==> src/sv/rlcfs_pkg.sv <==
// Shared types and constants for the RGB LED chain frame serializer.
`timescale 1ns / 1ps

package rlcfs_pkg;

    // Field widths fixed by the item and register formats.
    localparam int CNT_W   = 9;
    localparam int HALF_W  = 16;
    localparam int IDX_W   = 8;
    localparam int CHAN_W  = 8;
    localparam int COLOR_W = 3 * CHAN_W;
    localparam int KIND_W  = 2;
    localparam int CFG_IDX_W  = 2;
    localparam int CFG_DATA_W = 16;

    // A frame holds at most 8 + 4 * 511 bytes, so the position needs 12 bits.
    localparam int POS_W = 12;

    // Codes of the kind field.
    localparam logic [KIND_W-1:0] KIND_SET  = 2'd0;
    localparam logic [KIND_W-1:0] KIND_PUSH = 2'd1;
    localparam logic [KIND_W-1:0] KIND_TICK = 2'd2;

    // Configuration register indexes.
    localparam logic [CFG_IDX_W-1:0] CFG_LED_COUNT  = 2'd0;
    localparam logic [CFG_IDX_W-1:0] CFG_BATCH_MODE = 2'd1;
    localparam logic [CFG_IDX_W-1:0] CFG_HALF_TICKS = 2'd2;

    // Header byte constants.
    localparam logic [7:0] HDR_BASE = 8'hFF;

    // Operation of a classified item.
    typedef enum logic [1:0] {
        OP_SET,
        OP_PUSH,
        OP_TICK,
        OP_NOP
    } op_t;

    // Classified item travelling from the front to the back.
    typedef struct packed {
        op_t               op;
        logic [IDX_W-1:0]  first_index;
        logic [IDX_W-1:0]  last_index;
        logic [CHAN_W-1:0] red;
        logic [CHAN_W-1:0] green;
        logic [CHAN_W-1:0] blue;
    } cmd_t;

    // Current configuration register values.
    typedef struct packed {
        logic [CNT_W-1:0]  led_count;
        logic              batch_mode;
        logic [HALF_W-1:0] half_period_ticks;
    } cfg_t;

    // Header byte: all ones with the top two bits of blue, green and red inverted.
    function automatic logic [7:0] make_header(input logic [COLOR_W-1:0] colour);
        logic [CHAN_W-1:0] r;
        logic [CHAN_W-1:0] g;
        logic [CHAN_W-1:0] b;
        r = colour[3*CHAN_W-1:2*CHAN_W];
        g = colour[2*CHAN_W-1:CHAN_W];
        b = colour[CHAN_W-1:0];
        return HDR_BASE ^ {2'b00, b[7:6], g[7:6], r[7:6]};
    endfunction

endpackage

==> src/sv/rlcfs_front.sv <==
// Front part: accepts items, classifies them and queues them for the back part.
`timescale 1ns / 1ps

module rlcfs_front
    import rlcfs_pkg::*;
(
    input  logic              aclk,
    input  logic              aresetn,
    input  logic              s_valid,
    output logic              s_ready,
    input  logic [KIND_W-1:0] s_kind,
    input  logic [IDX_W-1:0]  s_first_index,
    input  logic [IDX_W-1:0]  s_last_index,
    input  logic [CHAN_W-1:0] s_red,
    input  logic [CHAN_W-1:0] s_green,
    input  logic [CHAN_W-1:0] s_blue,
    input  logic              clearing,
    output logic              cmd_valid,
    output cmd_t              cmd,
    input  logic              cmd_pop
);

    cmd_t       queue_reg [2];
    logic       wr_ptr_reg;
    logic       rd_ptr_reg;
    logic [1:0] count_reg;
    cmd_t       decoded;
    logic       push;

    // Classify the incoming item by its kind.
    always_comb begin
        decoded.first_index = s_first_index;
        decoded.last_index  = s_last_index;
        decoded.red         = s_red;
        decoded.green       = s_green;
        decoded.blue        = s_blue;
        unique case (s_kind)
            KIND_SET:  decoded.op = OP_SET;
            KIND_PUSH: decoded.op = OP_PUSH;
            KIND_TICK: decoded.op = OP_TICK;
            default:   decoded.op = OP_NOP;
        endcase
    end

    // The queue takes items unless it is full or the store is being cleared.
    assign s_ready   = (count_reg != 2'd2) && !clearing;
    assign push      = s_valid && s_ready;
    assign cmd_valid = (count_reg != 2'd0);
    assign cmd       = queue_reg[rd_ptr_reg];

    // Queue storage.
    always_ff @(posedge aclk) begin
        if (push) begin
            queue_reg[wr_ptr_reg] <= decoded;
        end
    end

    // Queue pointers and fill count.
    always_ff @(posedge aclk) begin
        if (!aresetn) begin
            wr_ptr_reg <= 1'b0;
            rd_ptr_reg <= 1'b0;
            count_reg  <= 2'd0;
        end else begin
            if (push) begin
                wr_ptr_reg <= ~wr_ptr_reg;
            end
            if (cmd_pop) begin
                rd_ptr_reg <= ~rd_ptr_reg;
            end
            unique case ({push, cmd_pop})
                2'b10:   count_reg <= count_reg + 2'd1;
                2'b01:   count_reg <= count_reg - 2'd1;
                default: count_reg <= count_reg;
            endcase
        end
    end

endmodule

==> config.mk <==
export PLATFORM = sky130hd
export DESIGN_NAME = rlcfs_front
export DESIGN_NICKNAME = d
export VERILOG_FILES = /design/src/sv/rlcfs_pkg.sv /design/src/sv/rlcfs_front.sv
export SDC_FILE = /design/constraint.sdc
export NUM_CORES = 1
export LEC_CHECK = 0
export BUFFER_PORTS_ARGS = -buffer_cell sky130_fd_sc_hd__buf_2
export CAP_MARGIN = 20
export CORE_ASPECT_RATIO = 1.4
export CORE_MARGIN = 2
export CORE_UTILIZATION = 50
export CTS_CLUSTER_DIAMETER = 60
export CTS_CLUSTER_SIZE = 16
export DETAILED_ROUTE_END_ITERATION = 10
export PLACE_DENSITY = 0.77
export SLEW_MARGIN = 20
export SYNTH_ARGS = -nofsm -noshare
export SYNTH_HDL_FRONTEND = slang
export SYNTH_SLANG_ARGS = --single-unit
==> constraint.sdc <==
create_clock -name aclk -period 2.4 [get_ports aclk]
set_input_delay 0.48 -clock aclk [delete_from_list [all_inputs] [get_ports aclk]]
set_output_delay 0.48 -clock aclk [all_outputs]
set_load 0.01 [all_outputs]
==> results.txt <==
- Together, buffers and inverters on the worst path number 2.
- By area, the combinational part of the netlist is dominated by multiplexers.
- After clock tree synthesis, the flow added hold-fix buffers numbering 0.
- Of the available clock period, the critical path in the final layout requires 0.830.
* Via-per-instance ratio: between 5 and 6
- Setup violations remaining at the end of the flow were counted as 0.
- During placement, the flow inserted port buffers numbering 90.
- Final-stage net count: 305
* Category of the most critical setup path: reg2out
* Floorplan die area: 7190 µm²
- Before antenna repair, the detailed router went through 4 iterations.
- Pwr Density: between 700 and 800 nW/µm²
- Fraction of final layout cells with drive strength greater than 1: 0.584
* Tightest Pin Transition: 0.345 ns
- Final hold viol count: 0
* Maximum number of pins on one net before global-route repair: 43
* Top cell type's share of synthesized area: 0.774
- The number of antenna violations at the first check in global routing was 0.
- On the critical path, the stage with the largest delay is an instance of sky130_fd_sc_hd__mux2_2.
- Post CTS Setup Buffer Count: 0
- Post-Synthesis Cell Area: ~3300 µm²
- Crit-path max FO: 26
- The run finished with clean final reports.
* Worst Setup Start Kind: flop
- The portion of synthesized area spent on multiplexers is 0.145.
* TritonCTS clock tree: yes
* CTS sink count: 89
* Resized cells post-CTS: 0
- Peak ir drop on the vdd network: ~0.44 mV
- The layout has between 400 and 500 filler cells.
- In this run the most critical hold path is launched from s_first_index[4].
* CTS Buf Count: 9
- In this run the vertical extent of the chip is 99.5 µm.
- Count of cell types in the netlist: 19
- Yosys attributes the largest share of cell area to sky130_fd_sc_hd__edfxtp_1 (77%), sky130_fd_sc_hd__mux2_2 (15%), sky130_fd_sc_hd__dfxtp_1 (3.1%).
- # placed instances: 318
- Via count of the first global-routing pass: ~1700
- The detail route stage leaves a number of antenna-violating nets equal to 0.
* Boundary Pins: 91
* Worst slew margin relative to its limit: 0.770
* Signal arrival time at the worst endpoint: 1.51 ns
- ANT cells: 0
- Class of the tightest hold or removal check: in2reg
* RSZ-0062 raised after global routing: no
- WHS Path Cells: 1
* DP Wirelength: 3.69 mm
* Endpoint of the worst hold-timing path: queue_reg[1][36]
* Number of rows in the core area: 34
- Final Skew: 0.0120 ns
* Last weighted congestion value of the routability-driven placer: about 0.70
- After detailed routing, the number of remaining DRC violations is 0.
* Total via count in the routed design: 1691
- After clock tree synthesis, the clock-pin slew on the worst setup and hold paths is about 0.08 ns.
- Maximum Capacitance Violations: 0
* Capture instance of the worst register-to-register path: queue_reg[0][5]
- Worst hold slack across all endpoints: 0.322 ns
* All-Layer GR Usage: 0.157
* Overflow after GRT: 0
* Number of nets produced by synthesis: 206
* Worst setup slack for register-to-register paths: just over 0.8 ns
- Worst endpoint required time: 1.92 ns
* Register area share after synthesis: 0.805
* Slowest cell delay on critical path: between 0.3 and 0.4 ns
* Final number of max-transition violations: 0
- Summed over all instances, the cell type with the most area after synthesis is sky130_fd_sc_hd__edfxtp_1.
- CTS H-tree depth: 3
- Leaving out filler cells and counting taps, the final layout contains 334.
- Of the total synthesized cell area, the portion taken by AND, OR, NAND and NOR gates is 0.0196.
- Summing all placed instances gives a cell area of approximately 3800 µm².
- Number of register bits inferred by synthesis: 89
- Area fraction in compound gates after synthesis: 0.00768
- DRT iter0 DRCs: 55
- Number of cell instances on the worst register-to-register path: 4
* Layout Area Growth over Synthesis: 22.9%
* Avg Cell Area, Syn: 20.6 µm²
- Xor and xnor fraction of the mapped netlist area: 0.00806
- The floorplan step set the die width to 72.2 µm.
* Final worst path period need: 1.99 ns
* CTS Root Buffer Type: sky130_fd_sc_hd__clkbuf_8
- First-pass GRT wire length: roughly 8.2 mm
* Upper clock frequency limit: about 500 MHz
- Starting utilization of the core area: 0.521
- Power comes to 3.12 mW.
- In this run the static leakage power is 1.50 nW.
- In this run the critical register-to-register path is launched from count_reg[0].
- Of the total synthesized cell area, the portion taken by full adders, half adders and majority gates is 0.00384.
- Area of the core: 6250 µm²
- Final std cell area, no fill: roughly 4000 µm²
* Wire length reported by the detailed router: 5.47 mm
- After detailed routing, the average wire length per cell comes to 16.4 µm.
- Sort of element at the end of the critical path: primary output
- Count of mapped cells out of synthesis: 158
* Cell breakdown of the critical path: buf_4 -> mux2_2 -> buf_2
- Largest delay contributor family on the critical path: buffers and inverters
- For the worst-skew pair, the clock arrives at the later sink with an insertion delay of between 0.3 and 0.4 ns.
- Max reg flops: 84
- In this run the deepest clock path goes through 2 buffers.
- Aggregate negative setup slack: 0 ns
* Yosys warning total: 0
==> worst max path at each step <==
stage	slack (ns)	start	to	cells after the start
after detailed placement	0.61	clearing	queue_reg[0][39]	5
final	0.41	flop	cmd[31]	3
after global placement	0.63	clearing	queue_reg[0][37]	5
after CTS	0.37	flop	cmd[31]	3
after floorplan	0.17	clearing	queue_reg[1][0]	2
after global routing	0.33	flop	cmd[17]	3
==> power by group <==
group          internal [mW]  leakage [nW]  total (mW)  switching (mW)
Clock                  0.475        0.0913       0.961           0.486
Combinational          0.178         0.596       0.359           0.181
Sequential              1.78         0.811        1.80          0.0208
==> worst register-to-register path: stages, from the launching register on <==
cell and delay (ns):
sky130_fd_sc_hd__dfxtp_1 0.40, sky130_fd_sc_hd__nor2b_1 0.09, sky130_fd_sc_hd__or3_1 0.37, sky130_fd_sc_hd__clkinv_1 0.07, sky130_fd_sc_hd__buf_4 0.32
==> through the flow <==
step                setup slack (ns)   util
finish                         0.409  0.641
global route                   0.332  0.641
CTS                            0.371  0.641
detailed placement             0.608  0.611
global placement               0.631  0.611
floorplan                      0.169      -
==> cell families after synthesis <==
group                    Yosys count
buffers and inverters              8
XOR/XNOR                           3
AND/OR/NAND/NOR                   11
adder cells (fa/ha/maj)            1
multiplexers                      42
AO/OA/AOI/OAI                      4
flip-flops                        89
==> per-layer routing <==
| layer | up-vias | global-route usage | wire length, µm |
|---|---|---|---|
| met1 | 829 | 0.167 | 2080 |
| li1 | 810 | - | - |
| met4 | 0 | 0.0784 | 65 |
| met2 | 45 | 0.274 | 3010 |
| met5 | - | 0 | 0 |
| met3 | 7 | 0.0527 | 314 |
==> cells in the mapped netlist, drive strengths merged <==
master,instances
dfxtp,5
clkbuf,2
inv,1
and3,1
or3,2
ha,1
o21ai,2
nor2,1
xor2,1
nand2,1
edfxtp,84
and2,3
xnor2,2
buf,5
mux2,42
a21boi,2
nor2b,1
or2,1
nand2b,1
==> cell usage in the layout (no fill, tap or decap), drive strengths merged <==
master,count
o21ai,2
a21boi,2
xnor2,2
dfxtp,5
bufinv,1
and3,1
ha,1
nor2b,1
or2,1
nand2,1
or3,2
edfxtp,84
xor2,1
clkbuf,10
clkinvlp,1
buf,95
and2,3
clkinv,5
mux2,42
nand2b,1
nor2,1
==> area by class of cell <==
| class | instances | area (µm²) | area share |
|---|---|---|---|
| tap | 72 | 90.1 | 0.0225 |
| clock buffer | 10 | 128 | 0.0319 |
| sequential | 89 | 2620 | 0.655 |
| clock inverter | 6 | 58.8 | 0.0147 |
| multi-input combinational | 61 | 602 | 0.150 |
| timing repair buffer | 95 | 500 | 0.125 |
| inverter | 1 | 3.75 | 0.000937 |
Note: power is estimated with default switching activity, not from simulation.
